[src/hdl/pdf_pkg.sv]
package pdf_pkg;

    localparam logic [7:0]  PREAMBLE_BYTE = 8'h55;
    localparam logic [15:0] CRC_INIT      = 16'h1D0F;
    localparam logic [15:0] CRC_POLY      = 16'h1021;
    localparam logic [15:0] CRC_TOP       = 16'h8000;
    localparam logic [7:0]  TYPE_SECOND   = 8'h31;
    localparam int          TYPE_COUNT    = 5;
    localparam int          PDF_QUEUE_DEPTH = 2;

    // first character of each known type: s g i o y
    localparam logic [7:0] TYPE_FIRST [TYPE_COUNT] = '{8'h73, 8'h67, 8'h69, 8'h6F, 8'h79};

    localparam logic [2:0] ROLE_HUNT     = 3'd0;
    localparam logic [2:0] ROLE_PREAMBLE = 3'd1;
    localparam logic [2:0] ROLE_TYPE     = 3'd2;
    localparam logic [2:0] ROLE_LENGTH   = 3'd3;
    localparam logic [2:0] ROLE_PAYLOAD  = 3'd4;
    localparam logic [2:0] ROLE_CRC      = 3'd5;

    typedef struct packed {
        logic [7:0] data;
        logic [2:0] role;
        logic       start;
        logic [2:0] ftype;
        logic       last;
    } pdf_item_t;

    // one byte of crc-16, msb first
    function automatic logic [15:0] crc_feed(input logic [15:0] crc, input logic [7:0] b);
        logic [15:0] c;
        c = crc ^ {b, 8'h00};
        for (int k = 0; k < 8; k++) begin
            if ((c & CRC_TOP) != 16'h0000) begin
                c = {c[14:0], 1'b0} ^ CRC_POLY;
            end
            else begin
                c = {c[14:0], 1'b0};
            end
        end
        return c;
    endfunction

    // returns {hit, index}
    function automatic logic [3:0] type_lookup(input logic [7:0] first, input logic [7:0] second);
        logic [3:0] r;
        r = 4'b0000;
        for (int i = TYPE_COUNT - 1; i >= 0; i--) begin
            if (TYPE_FIRST[i] == first && second == TYPE_SECOND) begin
                r = {1'b1, 3'(i)};
            end
        end
        return r;
    endfunction

endpackage

[src/hdl/pdf_in_if.sv]
interface pdf_in_if;
    logic       valid;
    logic       ready;
    logic [7:0] in_byte;

    modport source (output valid, output in_byte, input ready);
    modport sink (input valid, input in_byte, output ready);
endinterface

[src/hdl/pdf_out_if.sv]
interface pdf_out_if;
    logic       valid;
    logic       ready;
    logic [7:0] out_byte;
    logic [2:0] byte_role;
    logic       frame_start;
    logic [2:0] frame_type;
    logic       frame_end;
    logic       crc_ok;

    modport source (output valid, output out_byte, output byte_role, output frame_start,
                    output frame_type, output frame_end, output crc_ok, input ready);
    modport sink (input valid, input out_byte, input byte_role, input frame_start,
                  input frame_type, input frame_end, input crc_ok, output ready);
endinterface

[src/hdl/preamble_packet_deframer_crc16.sv]
// preamble packet deframer with crc-16 check
// rx carries one received byte per transfer (in_byte); tx carries one result
// per byte: the byte, its role (hunting, preamble, type, length, payload, crc),
// frame_start on a matched second type byte with frame_type, and frame_end
// with crc_ok on the last crc byte of a frame
// a byte taken from rx passes through the queue and the output register to tx
// throughput: one byte per cycle while tx.ready stays high; the front classifier,
// the queue and the byte-wide crc update in the back each run once a cycle
// the receiver may stall at will: the output register holds its transfer and
// the small queue absorbs the bytes in flight, rx.ready drops only when the
// queue is full and nothing leaves it
// reset (rst_n low, asynchronous) empties queue and output register, returns
// the front to preamble hunting and loads the crc with its initial value
module preamble_packet_deframer_crc16 #(
    parameter int QUEUE_DEPTH = pdf_pkg::PDF_QUEUE_DEPTH
) (
    input  logic      clk,
    input  logic      rst_n,
    pdf_in_if.sink    rx,
    pdf_out_if.source tx
);
    import pdf_pkg::*;

    // front to queue
    pdf_item_t front_item;
    logic      front_push;
    logic      q_ready;

    // queue to back
    pdf_item_t back_item;
    logic      q_empty;
    logic      back_pop;

    // classifier: hunting, header and frame position tracking
    pdf_front u_front (
        .clk     (clk),
        .rst_n   (rst_n),
        .rx      (rx),
        .q_ready (q_ready),
        .push    (front_push),
        .item    (front_item)
    );

    // decoupling queue between classifier and crc/output stage
    pdf_queue #(
        .DEPTH (QUEUE_DEPTH)
    ) u_queue (
        .clk        (clk),
        .rst_n      (rst_n),
        .push       (front_push),
        .push_item  (front_item),
        .push_ready (q_ready),
        .pop        (back_pop),
        .pop_item   (back_item),
        .empty      (q_empty)
    );

    // crc accumulation, verdict and output register
    pdf_back u_back (
        .clk   (clk),
        .rst_n (rst_n),
        .empty (q_empty),
        .item  (back_item),
        .pop   (back_pop),
        .tx    (tx)
    );

endmodule

[src/hdl/pdf_front.sv]
module pdf_front (
    input  logic                clk,
    input  logic                rst_n,
    pdf_in_if.sink              rx,
    input  logic                q_ready,
    output logic                push,
    output pdf_pkg::pdf_item_t  item
);
    import pdf_pkg::*;

    typedef enum logic [7:0] {
        S_PRE0 = 8'b0000_0001,
        S_PRE1 = 8'b0000_0010,
        S_TYP0 = 8'b0000_0100,
        S_TYP1 = 8'b0000_1000,
        S_LEN  = 8'b0001_0000,
        S_PAY  = 8'b0010_0000,
        S_CRCH = 8'b0100_0000,
        S_CRCL = 8'b1000_0000
    } front_state_t;

    front_state_t state_reg, state_next;
    logic [7:0]   first_reg, first_next;
    logic [7:0]   remain_reg, remain_next;
    logic [2:0]   type_reg, type_next;
    logic [3:0]   lookup;
    logic [7:0]   b;

    assign rx.ready = q_ready;
    assign push     = rx.valid && q_ready;
    assign b        = rx.in_byte;
    assign lookup   = type_lookup(first_reg, b);

    always_comb
    begin
        state_next  = state_reg;
        first_next  = first_reg;
        remain_next = remain_reg;
        type_next   = type_reg;
        item.data   = b;
        item.role   = ROLE_HUNT;
        item.start  = 1'b0;
        item.ftype  = 3'd0;
        item.last   = 1'b0;
        case (state_reg)
            S_PRE0:
            begin
                if (b == PREAMBLE_BYTE) begin
                    item.role  = ROLE_PREAMBLE;
                    state_next = S_PRE1;
                end
            end
            S_PRE1:
            begin
                if (b == PREAMBLE_BYTE) begin
                    item.role  = ROLE_PREAMBLE;
                    state_next = S_TYP0;
                end
                else begin
                    state_next = S_PRE0;
                end
            end
            S_TYP0:
            begin
                item.role  = ROLE_TYPE;
                first_next = b;
                state_next = S_TYP1;
            end
            S_TYP1:
            begin
                state_next = S_PRE0;
                if (lookup[3]) begin
                    item.role  = ROLE_TYPE;
                    item.start = 1'b1;
                    item.ftype = lookup[2:0];
                    type_next  = lookup[2:0];
                    state_next = S_LEN;
                end
            end
            S_LEN:
            begin
                item.role   = ROLE_LENGTH;
                item.ftype  = type_reg;
                remain_next = b;
                state_next  = (b == 8'd0) ? S_CRCH : S_PAY;
            end
            S_PAY:
            begin
                item.role   = ROLE_PAYLOAD;
                item.ftype  = type_reg;
                remain_next = remain_reg - 8'd1;
                if (remain_reg == 8'd1) begin
                    state_next = S_CRCH;
                end
            end
            S_CRCH:
            begin
                item.role  = ROLE_CRC;
                item.ftype = type_reg;
                state_next = S_CRCL;
            end
            S_CRCL:
            begin
                item.role  = ROLE_CRC;
                item.ftype = type_reg;
                item.last  = 1'b1;
                state_next = S_PRE0;
            end
            default:
            begin
                state_next = S_PRE0;
            end
        endcase
    end

    always_ff @(posedge clk or negedge rst_n)
    begin
        if (!rst_n) begin
            state_reg  <= S_PRE0;
            first_reg  <= 8'd0;
            remain_reg <= 8'd0;
            type_reg   <= 3'd0;
        end
        else if (push) begin
            state_reg  <= state_next;
            first_reg  <= first_next;
            remain_reg <= remain_next;
            type_reg   <= type_next;
        end
    end

`ifndef ASSERT_OFF
    a_start_is_type: assert property (@(posedge clk) disable iff (!rst_n)
        push && item.start |=> state_reg == S_LEN)
        else $error("frame start did not enter length state");
`endif

endmodule

[src/hdl/pdf_queue.sv]
module pdf_queue #(
    parameter int DEPTH = pdf_pkg::PDF_QUEUE_DEPTH
) (
    input  logic                clk,
    input  logic                rst_n,
    input  logic                push,
    input  pdf_pkg::pdf_item_t  push_item,
    output logic                push_ready,
    input  logic                pop,
    output pdf_pkg::pdf_item_t  pop_item,
    output logic                empty
);
    import pdf_pkg::*;

    localparam int PW = (DEPTH > 1) ? $clog2(DEPTH) : 1;
    localparam int CW = $clog2(DEPTH + 1);

    pdf_item_t      mem_reg [DEPTH];
    logic [PW-1:0]  wr_reg, rd_reg;
    logic [CW-1:0]  count_reg;
    logic           full;

    assign full       = (count_reg == CW'(DEPTH));
    assign empty      = (count_reg == '0);
    assign push_ready = !full || pop;
    assign pop_item   = mem_reg[rd_reg];

    always_ff @(posedge clk)
    begin
        if (push) begin
            mem_reg[wr_reg] <= push_item;
        end
    end

    always_ff @(posedge clk or negedge rst_n)
    begin
        if (!rst_n) begin
            wr_reg    <= '0;
            rd_reg    <= '0;
            count_reg <= '0;
        end
        else begin
            if (push) begin
                wr_reg <= (wr_reg == PW'(DEPTH - 1)) ? '0 : wr_reg + PW'(1);
            end
            if (pop) begin
                rd_reg <= (rd_reg == PW'(DEPTH - 1)) ? '0 : rd_reg + PW'(1);
            end
            if (push && !pop) begin
                count_reg <= count_reg + CW'(1);
            end
            else if (pop && !push) begin
                count_reg <= count_reg - CW'(1);
            end
        end
    end

`ifndef ASSERT_OFF
    a_no_overflow: assert property (@(posedge clk) disable iff (!rst_n)
        !(push && full && !pop))
        else $error("queue overflow");
    a_no_underflow: assert property (@(posedge clk) disable iff (!rst_n)
        !(pop && empty))
        else $error("queue underflow");
`endif

endmodule

[src/hdl/pdf_back.sv]
module pdf_back (
    input  logic                clk,
    input  logic                rst_n,
    input  logic                empty,
    input  pdf_pkg::pdf_item_t  item,
    output logic                pop,
    pdf_out_if.source           tx
);
    import pdf_pkg::*;

    logic        valid_reg;
    logic [15:0] crc_reg, crc_next;
    logic [7:0]  high_reg;
    logic [7:0]  byte_reg;
    logic [2:0]  role_reg;
    logic        start_reg;
    logic [2:0]  type_reg;
    logic        end_reg;
    logic        ok_reg, ok_next;

    assign pop = !empty && (!valid_reg || tx.ready);

    always_comb
    begin
        crc_next = crc_reg;
        ok_next  = 1'b0;
        case (item.role)
            ROLE_TYPE:    crc_next = item.start ? crc_feed(crc_reg, item.data)
                                                : crc_feed(CRC_INIT, item.data);
            ROLE_LENGTH:  crc_next = crc_feed(crc_reg, item.data);
            ROLE_PAYLOAD: crc_next = crc_feed(crc_reg, item.data);
            ROLE_CRC:     ok_next  = item.last && ({high_reg, item.data} == crc_reg);
            default:      crc_next = crc_reg;
        endcase
    end

    always_ff @(posedge clk or negedge rst_n)
    begin
        if (!rst_n) begin
            valid_reg <= 1'b0;
            crc_reg   <= CRC_INIT;
            high_reg  <= 8'd0;
        end
        else begin
            if (pop) begin
                valid_reg <= 1'b1;
                crc_reg   <= crc_next;
                if (item.role == ROLE_CRC && !item.last) begin
                    high_reg <= item.data;
                end
            end
            else if (tx.ready) begin
                valid_reg <= 1'b0;
            end
        end
    end

    always_ff @(posedge clk)
    begin
        if (pop) begin
            byte_reg  <= item.data;
            role_reg  <= item.role;
            start_reg <= item.start;
            type_reg  <= item.ftype;
            end_reg   <= item.last;
            ok_reg    <= ok_next;
        end
    end

    assign tx.valid       = valid_reg;
    assign tx.out_byte    = byte_reg;
    assign tx.byte_role   = role_reg;
    assign tx.frame_start = start_reg;
    assign tx.frame_type  = type_reg;
    assign tx.frame_end   = end_reg;
    assign tx.crc_ok      = ok_reg;

`ifndef ASSERT_OFF
    a_end_on_crc: assert property (@(posedge clk) disable iff (!rst_n)
        valid_reg && end_reg |-> role_reg == ROLE_CRC)
        else $error("frame end outside crc byte");
    a_ok_needs_end: assert property (@(posedge clk) disable iff (!rst_n)
        valid_reg && ok_reg |-> end_reg)
        else $error("crc verdict without frame end");
`endif

endmodule
[src/flat_wrapper.sv]
// flat-port wrapper written by rule: the top's interface ports become plain ports
module preamble_packet_deframer_crc16_flat import pdf_pkg::*;
#(
    parameter int QUEUE_DEPTH = pdf_pkg::PDF_QUEUE_DEPTH
)
  (clk, rst_n, rx_valid, rx_in_byte, rx_ready, tx_valid, tx_out_byte, tx_byte_role, tx_frame_start, tx_frame_type, tx_frame_end, tx_crc_ok, tx_ready);
  pdf_in_if rx_i ();
  pdf_out_if tx_i ();
  input  logic clk;
  input  logic rst_n;
  input wire logic [$bits(rx_i.valid)-1:0] rx_valid;
  input wire logic [$bits(rx_i.in_byte)-1:0] rx_in_byte;
  output wire logic [$bits(rx_i.ready)-1:0] rx_ready;
  output wire logic [$bits(tx_i.valid)-1:0] tx_valid;
  output wire logic [$bits(tx_i.out_byte)-1:0] tx_out_byte;
  output wire logic [$bits(tx_i.byte_role)-1:0] tx_byte_role;
  output wire logic [$bits(tx_i.frame_start)-1:0] tx_frame_start;
  output wire logic [$bits(tx_i.frame_type)-1:0] tx_frame_type;
  output wire logic [$bits(tx_i.frame_end)-1:0] tx_frame_end;
  output wire logic [$bits(tx_i.crc_ok)-1:0] tx_crc_ok;
  input wire logic [$bits(tx_i.ready)-1:0] tx_ready;
  assign rx_i.valid = rx_valid;
  assign rx_i.in_byte = rx_in_byte;
  assign rx_ready = rx_i.ready;
  assign tx_valid = tx_i.valid;
  assign tx_out_byte = tx_i.out_byte;
  assign tx_byte_role = tx_i.byte_role;
  assign tx_frame_start = tx_i.frame_start;
  assign tx_frame_type = tx_i.frame_type;
  assign tx_frame_end = tx_i.frame_end;
  assign tx_crc_ok = tx_i.crc_ok;
  assign tx_i.ready = tx_ready;
  preamble_packet_deframer_crc16 #(.QUEUE_DEPTH(QUEUE_DEPTH)) u_core (.clk(clk), .rst_n(rst_n), .rx(rx_i), .tx(tx_i));
endmodule
[config.mk]
export PLATFORM = sky130hd
export DESIGN_NAME = preamble_packet_deframer_crc16_flat
export DESIGN_NICKNAME = d
export VERILOG_FILES = /design/src/hdl/pdf_pkg.sv /design/src/hdl/pdf_in_if.sv /design/src/hdl/pdf_out_if.sv /design/src/hdl/preamble_packet_deframer_crc16.sv /design/src/hdl/pdf_front.sv /design/src/hdl/pdf_queue.sv /design/src/hdl/pdf_back.sv /design/src/flat_wrapper.sv
export SDC_FILE = /design/constraint.sdc
export NUM_CORES = 1
export LEC_CHECK = 0
export ABC_CLOCK_PERIOD_IN_PS = 2300
export BUFFER_PORTS_ARGS = -buffer_cell sky130_fd_sc_hd__buf_2
export CORE_UTILIZATION = 55
export DETAILED_ROUTE_END_ITERATION = 10
export GPL_ROUTABILITY_DRIVEN = 0
export HOLD_SLACK_MARGIN = 0.02
export PLACE_DENSITY = 0.76
export SLEW_MARGIN = 20
export SYNTH_ARGS = -nofsm -noshare
export SYNTH_HDL_FRONTEND = slang
export SYNTH_SLANG_ARGS = --single-unit
[constraint.sdc]
create_clock -name clk -period 2.3 [get_ports clk]
set_input_delay 0 -clock clk [delete_from_list [all_inputs] [get_ports clk]]
set_output_delay 0 -clock clk [all_outputs]
set_load 0.005 [all_outputs]
==> results by group, run 1 <==
Clocking
  • CTS Buf Count: 9
  • Clk buf depth: 2
  • Worst-Skew Late Latency: about 0.39 ns
  • Clock sinks: roughly 110
  • Clock root buffer: clkbuf_8
  • H-Tree Depth: 3
  • CTS tree: done
  • Clock transition at the registers of the reported paths: between 0.1 and 0.15 ns

Layout
  • Storage element area: 2890 sq um
  • Area occupied by multi-input gates: ~2200 sq um
  • Largest register FFs: 32
  • Share of post-route cells with drive strength above 1: 22.6%
  • Final instance area: 6120 sq um
  • Area growth from synthesis to layout: 15.6%
  • Final nets: 540
  • Diodes inserted: 0
  • Fill count: roughly 730

Placement
  • PortBufs: 30
  • DP HPWL: 7.73 mm
  • Area post-placement: a little under 6000 sq um

GRT
  • Number of global-route vias before repair: about 3,800
  • Met3 Usage GRT: under 10%
  • Overflow left after global routing: 0
  • Routing usage on met2: between 40% and 50%
  • Pin count of the biggest net entering global routing: 33
  • Most Crowded Layer GR: met2
  • GRT Util Overall: about a quarter
  • Initial antenna violation count: 0
  • Met1 GRT Util: just under 30%
  • Global-route wire length before repair: between 15 and 20 mm

Timing
  • Clock skew: around 0.014 ns
  • Final Cycle Share: around 96%
  • Final Max Tran Viols: 0
  • Final Critical Period: between 2 and 2.5 ns
  • Setup TNS: 0 ns
  • Worst-margin pin slew: approximately 0.70 ns
  • Setup violation total in the final timing report: 0
  • Slew HR: 53.6%
  • Fmax: 0.451 GHz
  • RSZ-0062 raised after global routing: false
  • Hold Vio Cnt, Final: 0

Synthesis
  • Syn. warnings: 0
  • Syn Inst Count: approximately 460
  • Distinct cells, synth: 67
  • Fraction of the yosys area taken by sequential cells: between 50 and 60%
  • Syn Nets: between 400 and 500
  • Seq cells post-synth: around 110
  • Fraction of synthesized cell area taken by the top area cell type: between 20 and 30%
  • Area leader, netlist: edfxtp_1
  • Syn Std Cell Area: between 5000 and 6000 sq um
  • Ys async rst share: between 50% and 60%
  • Synth Flop Type: edfxtp_1
  • Largest cells by area after synthesis: edfxtp_1 (28%), dfrtp_1 (22%), xnor2_1 (6.0%), xor2_1 (5.0%), dfstp_2 (4.5%)
  • Number of flops mapped to enable cells by yosys: 49
  • Syn_area_per_cell: roughly 11 sq um

Setup path
  • Critical path type: flip-flop to flip-flop
  • Crit path required time: approximately 2.6 ns
  • CP Max Fanout: 5
  • CP endpoint kind: flip-flop
  • WP data arrival: about 2.5 ns
  • CP Cell Sequence: or4_4 -> or3_1 -> nor3b_2 -> o311ai_1 -> o32a_1
  • Slowest stage cell, crit path: or4_4
  • Max incr delay on CP: ~0.51 ns
  • CP startpoint kind: flip-flop

Floorplanning
  • Initial Util: 57.1%
  • Die area: approximately 10,000 sq um
  • Core Region: roughly 9300 sq um
  • Die Wd: 100 um
  • Die Y: approximately 100 um
  • IO Pins: 31
  • Row cnt: 35

Routing
  • 1st-iter DRT viols: between 100 and 150
  • Drt via density: ~5.7
  • Wire length per cell: approximately 17 um
  • Total Wirelength: around 11 mm
  • Routed vias: 3,738
  • Routed Antenna Nets: 0
  • DRC viols: 0
  • 1st-pass router iterations: 4

Power
  • VDD IR max: around 0.55 mV
  • Cell leakage power: roughly 2.6 nW
  • P per Cell Area: 1190 nW/um^2

Run status
  • Status: complete, no violations

Min path
  • Min-delay worst type: primary input to flip-flop

Flow run
  • Max-Cap Viols: 0
-- through the flow --
step           power [mW]  cells  hold WS [ns]  setup WS (ns)  utilization [%]
3_5_place_dp         6.13    633        0.0835          0.107             62.4
2_1_floorplan        5.17    462        -0.296          0.123                -
4_1_cts              7.33    661         0.110         0.0110             65.9
3_3_place_gp         6.02    633        0.0974          0.160             62.4
6_report             7.30    659        0.0307         0.0828             66.0
5_1_grt              7.82    659        0.0447        0.00969             66.0
-- critical path, delay by kind of cell (launching register included) --
kind / cells / cell delay, ns
AND/OR/NAND/NOR: 3 / 1.12
AO/OA/AOI/OAI: 2 / 0.57
flip-flops: 1 / 0.46
-- worst paths after layout --
kind | from | end | slack [ns] | cells after the start
setup / recovery | u_core.u_front.state_reg[2] | u_core.u_front.state_reg[0] | 0.08 | 5
hold / removal | rx_in_byte[7] | u_core.u_queue.mem_reg[0][15] | 0.03 | 1
setup reg to reg | u_core.u_front.state_reg[2] | u_core.u_front.state_reg[0] | 0.08 | 5
hold reg to reg | u_core.u_back.high_reg[2] | u_core.u_back.high_reg[2] | 0.52 | 2
max in group asynchronous | rst_n | u_core.u_back.crc_reg[1] | 1.35 | 3
min in group asynchronous | rst_n | u_core.u_back.high_reg[1] | 0.19 | 2
-- cells by family (layout without fill, tap and decap cells) --
kind of cell | Yosys count | after routing | share of synthesized area (%)
AO/OA/AOI/OAI | 98 | 98 | 12.3
XOR/XNOR | 66 | 66 | 10.9
adder cells (fa/ha/maj) | 3 | 3 | 0.709
buffers and inverters | 43 | 111 | 3.31
flip-flops | 105 | 105 | 54.4
multiplexers | 29 | 29 | 5.98
AND/OR/NAND/NOR | 118 | 118 | 12.4
-- repair_timing --
| item | CTS | global route |
|---|---|---|
| setup buffers | 0 | 1 |
| hold buffers | 12 | 0 |
| setup endpoints to repair | 0 | 12 |
| gates resized for setup | 0 | 5 |
| hold endpoints to repair | 55 | 0 |
-- final cells by class --
type,instances,share of cell area [%]
flip-flops and latches,105,47.1
inverters,21,1.29
repair buffers,74,8.99
clock inverters,7,1.33
multi-input cells,314,36.6
well taps,129,2.64
clock buffers,9,2.02
-- synth_stat cells, drive strengths merged (7+ instances only) --
| cell | instances |
|---|---|
| inv | 21 |
| xnor2 | 36 |
| dfstp | 9 |
| clkbuf | 19 |
| dfrtp | 47 |
| o21ai | 34 |
| nand2 | 35 |
| edfxtp | 49 |
| mux2 | 15 |
| nor2 | 22 |
| a21oi | 22 |
| nand4 | 7 |
| mux2i | 14 |
| nand3 | 12 |
| xor2 | 30 |
-- report_power, final --
group,switching [mW],internal (mW)
Clock,0.726,0.439
Sequential,0.377,2.61
Combinational,1.68,1.47
-- per-layer routing --
layer	vias to the layer above	share of wire, %
met5	-	0
met3	26	4.6
met1	1813	42
met4	0	3.3
li1	1791	-
met2	108	50
-- placed cells by master (no fill, tap or decap), drive strengths merged, types with 4 or more instances in the layout --
cell type,count
o31ai,4
mux2,15
or4,6
a21oi,22
dfrtp,47
nand3,12
nor3,6
nor4,4
clkbuf,9
edfxtp,49
buf,62
xnor2,36
nor3b,4
inv,26
dlygate4sd3,9
nand2b,4
mux2i,14
o21ai,34
nor2,22
nand2,35
o2bb2ai,5
nand4,7
xor2,30
dfstp,9
Power figures use the tool's default switching activity.
==> run 2: changes to the inputs <==
--- a/config.mk
+++ b/config.mk
@@ -5,14 +5,15 @@
 export SDC_FILE = /design/constraint.sdc
 export NUM_CORES = 1
 export LEC_CHECK = 0
+export ABC_AREA = 1
 export ABC_CLOCK_PERIOD_IN_PS = 2300
 export BUFFER_PORTS_ARGS = -buffer_cell sky130_fd_sc_hd__buf_2
+export CORE_MARGIN = 5
 export CORE_UTILIZATION = 55
 export DETAILED_ROUTE_END_ITERATION = 10
 export GPL_ROUTABILITY_DRIVEN = 0
 export HOLD_SLACK_MARGIN = 0.02
 export PLACE_DENSITY = 0.76
-export SLEW_MARGIN = 20
 export SYNTH_ARGS = -nofsm -noshare
 export SYNTH_HDL_FRONTEND = slang
 export SYNTH_SLANG_ARGS = --single-unit
==> results by group, run 2 <==
Layout
  • Most common cell after layout, fill and taps aside: nand2_1
  • Final nets: 740 (+37%)
  • Area occupied by multi-input gates: 2220 sq um (-0.84%)
  • Diodes inserted: 0 (unchanged)
  • Storage element area: 2880 sq um (about the same)
  • Post-route insts no fill: 863 (+31%)
  • Fill count: 813 (+12%)
  • Share of post-route cells with drive strength above 1: 12.2% (-10 points)
  • Area growth from synthesis to layout: 11.8%
  • Commonest cells after routing, fill and taps aside: nand2_1 (221), inv_1 (76), nor2_1 (71)
  • Largest register FFs: 32 (unchanged)

Setup path
  • R2r startpoint: u_core.u_queue.rd_reg
  • FF-to-FF setup slack: 0.27 ns (+0.19 ns)
  • R2R cell count: 11 (+6)
  • Crit path required time: 2.58 ns (-0.04 ns)
  • CP Cell Sequence: inv_2 -> nand2_1 -> nand2_1 -> nor2_1 -> nand2_1 -> nand3_2 -> buf_4 -> a21oi_1 -> nor2_1 -> nand2_1 -> nand2_1
  • R2r endpoint: u_core.u_back.crc_reg[6]
  • CP Max Fanout: 18 (+13)
  • CP startpoint kind: flip-flop
  • Slowest stage cell, crit path: dfrtp_1
  • CP most frequent cell: nand2_1
  • Critical path origin: u_core.u_queue.rd_reg
  • Max incr delay on CP: 0.40 ns (-0.11 ns)
  • Critical path type: flip-flop to flip-flop
  • WP data arrival: 2.31 ns (-0.23 ns)
  • CP endpoint kind: flip-flop

Synthesis
  • Ys async rst share: 53.3% (unchanged)
  • Syn. warnings: 0 (unchanged)
  • Largest cells by area after synthesis: edfxtp_1 (27%), dfrtp_1 (21%), nand2_1 (15%), inv_1 (5.2%), nor2_1 (4.9%)
  • Distinct cells, synth: 37 (-45%)
  • Count leader, synth: nand2_1
  • Syn Nets: 689 (+44%)
  • Syn_area_per_cell: 8.15 sq um (-29%)
  • Seq cells post-synth: 105 (unchanged)
  • Area leader, netlist: edfxtp_1
  • Number of flops mapped to enable cells by yosys: 49 (unchanged)
  • Most frequent cells after synthesis: nand2_1 (221), inv_1 (76), nor2_1 (71), edfxtp_1 (49), nand3_1 (49)
  • Syn Std Cell Area: 5490 sq um (+3.6%)
  • Fraction of synthesized cell area taken by the top area cell type: 26.8% (-0.97 points)
  • Syn Inst Count: 674 (+46%)
  • Fraction of the yosys area taken by sequential cells: 52.5% (-1.9 points)
  • Synth Flop Type: edfxtp_1

GRT
  • Pin count of the biggest net entering global routing: 30 (-9.1%)
  • GRT Util Overall: 22.8% (-1.3 points)
  • Met1 GRT Util: 28.2% (-0.82 points)
  • Global-route wire length before repair: 20.8 mm (+14%)
  • Met3 Usage GRT: 6.93% (+0.80 points)
  • Most Crowded Layer GR: met2
  • Routing usage on met2: 37.5% (-3.7 points)
  • Overflow left after global routing: 0 (unchanged)
  • Number of global-route vias before repair: 4,506 (+18%)
  • Initial antenna violation count: 0 (unchanged)

Timing
  • Hold Vio Cnt, Final: 0 (unchanged)
  • Hold slack: 0.0610 ns (+0.0303 ns)
  • Setup violation total in the final timing report: 0 (unchanged)
  • Slew HR: 58.2% (+4.6 points)
  • RSZ-0062 raised after global routing: false
  • Final Cycle Share: 88.2% (-8.2 points)
  • Final Critical Period: 2.03 ns (-0.188 ns)
  • Setup TNS: 0 ns (unchanged)
  • Clock skew: 0.0126 ns (-0.00169 ns)
  • Final Max Tran Viols: 0 (unchanged)
  • Worst-margin pin slew: 0.621 ns (-0.0748 ns)
  • Fmax: 0.493 GHz (+9.3%)

Clocking
  • Clock root buffer: clkbuf_8
  • Clk buf depth: 2 (unchanged)
  • Worst-Skew Late Latency: 0.38 ns (about the same)
  • Clock sinks: 105 (unchanged)
  • # resized after CTS: 0 (unchanged)
  • CTS tree: done
  • Clock transition at the registers of the reported paths: 0.10 ns (-0.02 ns)
  • CTS Buf Count: 9 (unchanged)
  • H-Tree Depth: 3 (unchanged)

Routing
  • 1st-pass router iterations: 5 (+1)
  • Drt via density: 5.37 (-5.4%)
  • Routed vias: 4,631 (+24%)
  • Total Wirelength: 12.5 mm (+14%)
  • Wire length per cell: 14.5 um (-13%)
  • DRC viols: 0 (unchanged)
  • 1st-iter DRT viols: 310 (+170%)
  • Routed Antenna Nets: 0 (unchanged)

Min path
  • Worst Min Path Start: rx_valid
  • Min-delay worst type: primary input to flip-flop
  • Hold endpoint: u_core.u_front.type_reg[2]
  • Hold path cells: 4 (+3)

Power
  • Cell leakage power: 2.97 nW (+14%)
  • P per Cell Area: 1290 nW/um^2 (+8.6%)
  • VDD IR max: 0.560 mV (+1.9%)

Floorplanning
  • Die Y: 110 um (+9.8%)
  • IO Pins: 31 (unchanged)
  • Core Region: 9770 sq um (+5.3%)
  • Initial Util: 56.2% (-0.89 points)
  • Die area: 12,100 sq um (+20%)
  • Die Wd: 110 um (+9.8%)
  • Row cnt: 36 (+2.9%)

Flow run
  • Max-Cap Viols: 0 (unchanged)

Placement
  • Dpl cells: 836 (+32%)
  • DP HPWL: 9.05 mm (+17%)
  • PortBufs: 30 (unchanged)

Run status
  • Status: complete, no violations
run 2: cell count changes after synthesis, moves of 18 or more:
cell	delta
inv_1	+55
nand2_1	+186
nand3_1	+37
nor2_1	+50
xnor2_1	-31
xor2_1	-18
run 2: report_power, final:
part / switching, mW / leakage (nW) / internal [mW]
clock: 0.636 / 0.106 / 0.612
sequential: 0.385 / 1.15 / 2.74
combinational: 2.36 / 1.72 / 1.21
total: 3.38 / 2.97 / 4.55
run 2: what timing repair did:
action	in CTS	in global routing
endpoints found under the hold margin	75	0
hold buffers	11	0
setup buffers	0	0
run 2: critical path, delay by kind of cell (launching register included):
family,cells,cell delay [ns]
AOI/OAI and AO/OA,1,0.12
and+or+nand+nor,8,0.87
buffers and inverters,2,0.53
DFF,1,0.40
run 2: through the flow:
step           worst slack, ns  power (mW)  cell area (sq um)  util (%)
6_report                 0.271        7.94               6140      62.8
5_1_grt                 0.0296        8.57               6140      62.8
4_1_cts                  0.317        7.90               6140      62.8
3_5_place_dp             0.348        6.64               5810      59.4
3_3_place_gp             0.389        6.52               5810      59.4
2_1_floorplan            0.198        5.68               5490         -
run 2: kinds of logic (layout without fill, tap and decap cells):
kind of cell	after synthesis	count (layout)	synth area share [%]
AOI/OAI and AO/OA	80	80	8.27
xor gates and xnor gates	17	17	2.71
adders and majority gates	3	3	0.684
buffers and inverters	92	148	6.95
DFF	105	105	52.5
muxes	2	2	0.410
and+or+nand+nor	375	375	28.4
run 2: layer usage:
| layer | wire length (um) | part of all wire (%) | vias up |
|---|---|---|---|
| met2 | 6010 | 48 | 187 |
| met3 | 1020 | 8.2 | 30 |
| met5 | 0 | 0 | - |
| li1 | - | - | 2277 |
| met1 | 5140 | 41 | 2137 |
| met4 | 304 | 2.4 | 0 |
run 2: how the worst max path moves through the flow:
stage / endpoint / slack (ns) / cells past startpoint
2_1_floorplan: u_core.u_queue.count_reg[1] / 0.20 / 8
3_3_place_gp: u_core.u_back.crc_reg[6] / 0.39 / 11
3_5_place_dp: u_core.u_back.crc_reg[6] / 0.35 / 11
4_1_cts: u_core.u_back.crc_reg[6] / 0.32 / 11
5_1_grt: u_core.u_back.crc_reg[6] / 0.03 / 11
6_report: u_core.u_back.crc_reg[6] / 0.27 / 11
run 2: cell type report:
type	instances	share of cell area [%]
repair buffers	52	5.59
flip-flops and latches	105	47.0
clock buffers	9	2.02
clock inverters	7	1.53
inverters	80	4.89
multi-input cells	477	36.3
well taps	133	2.71
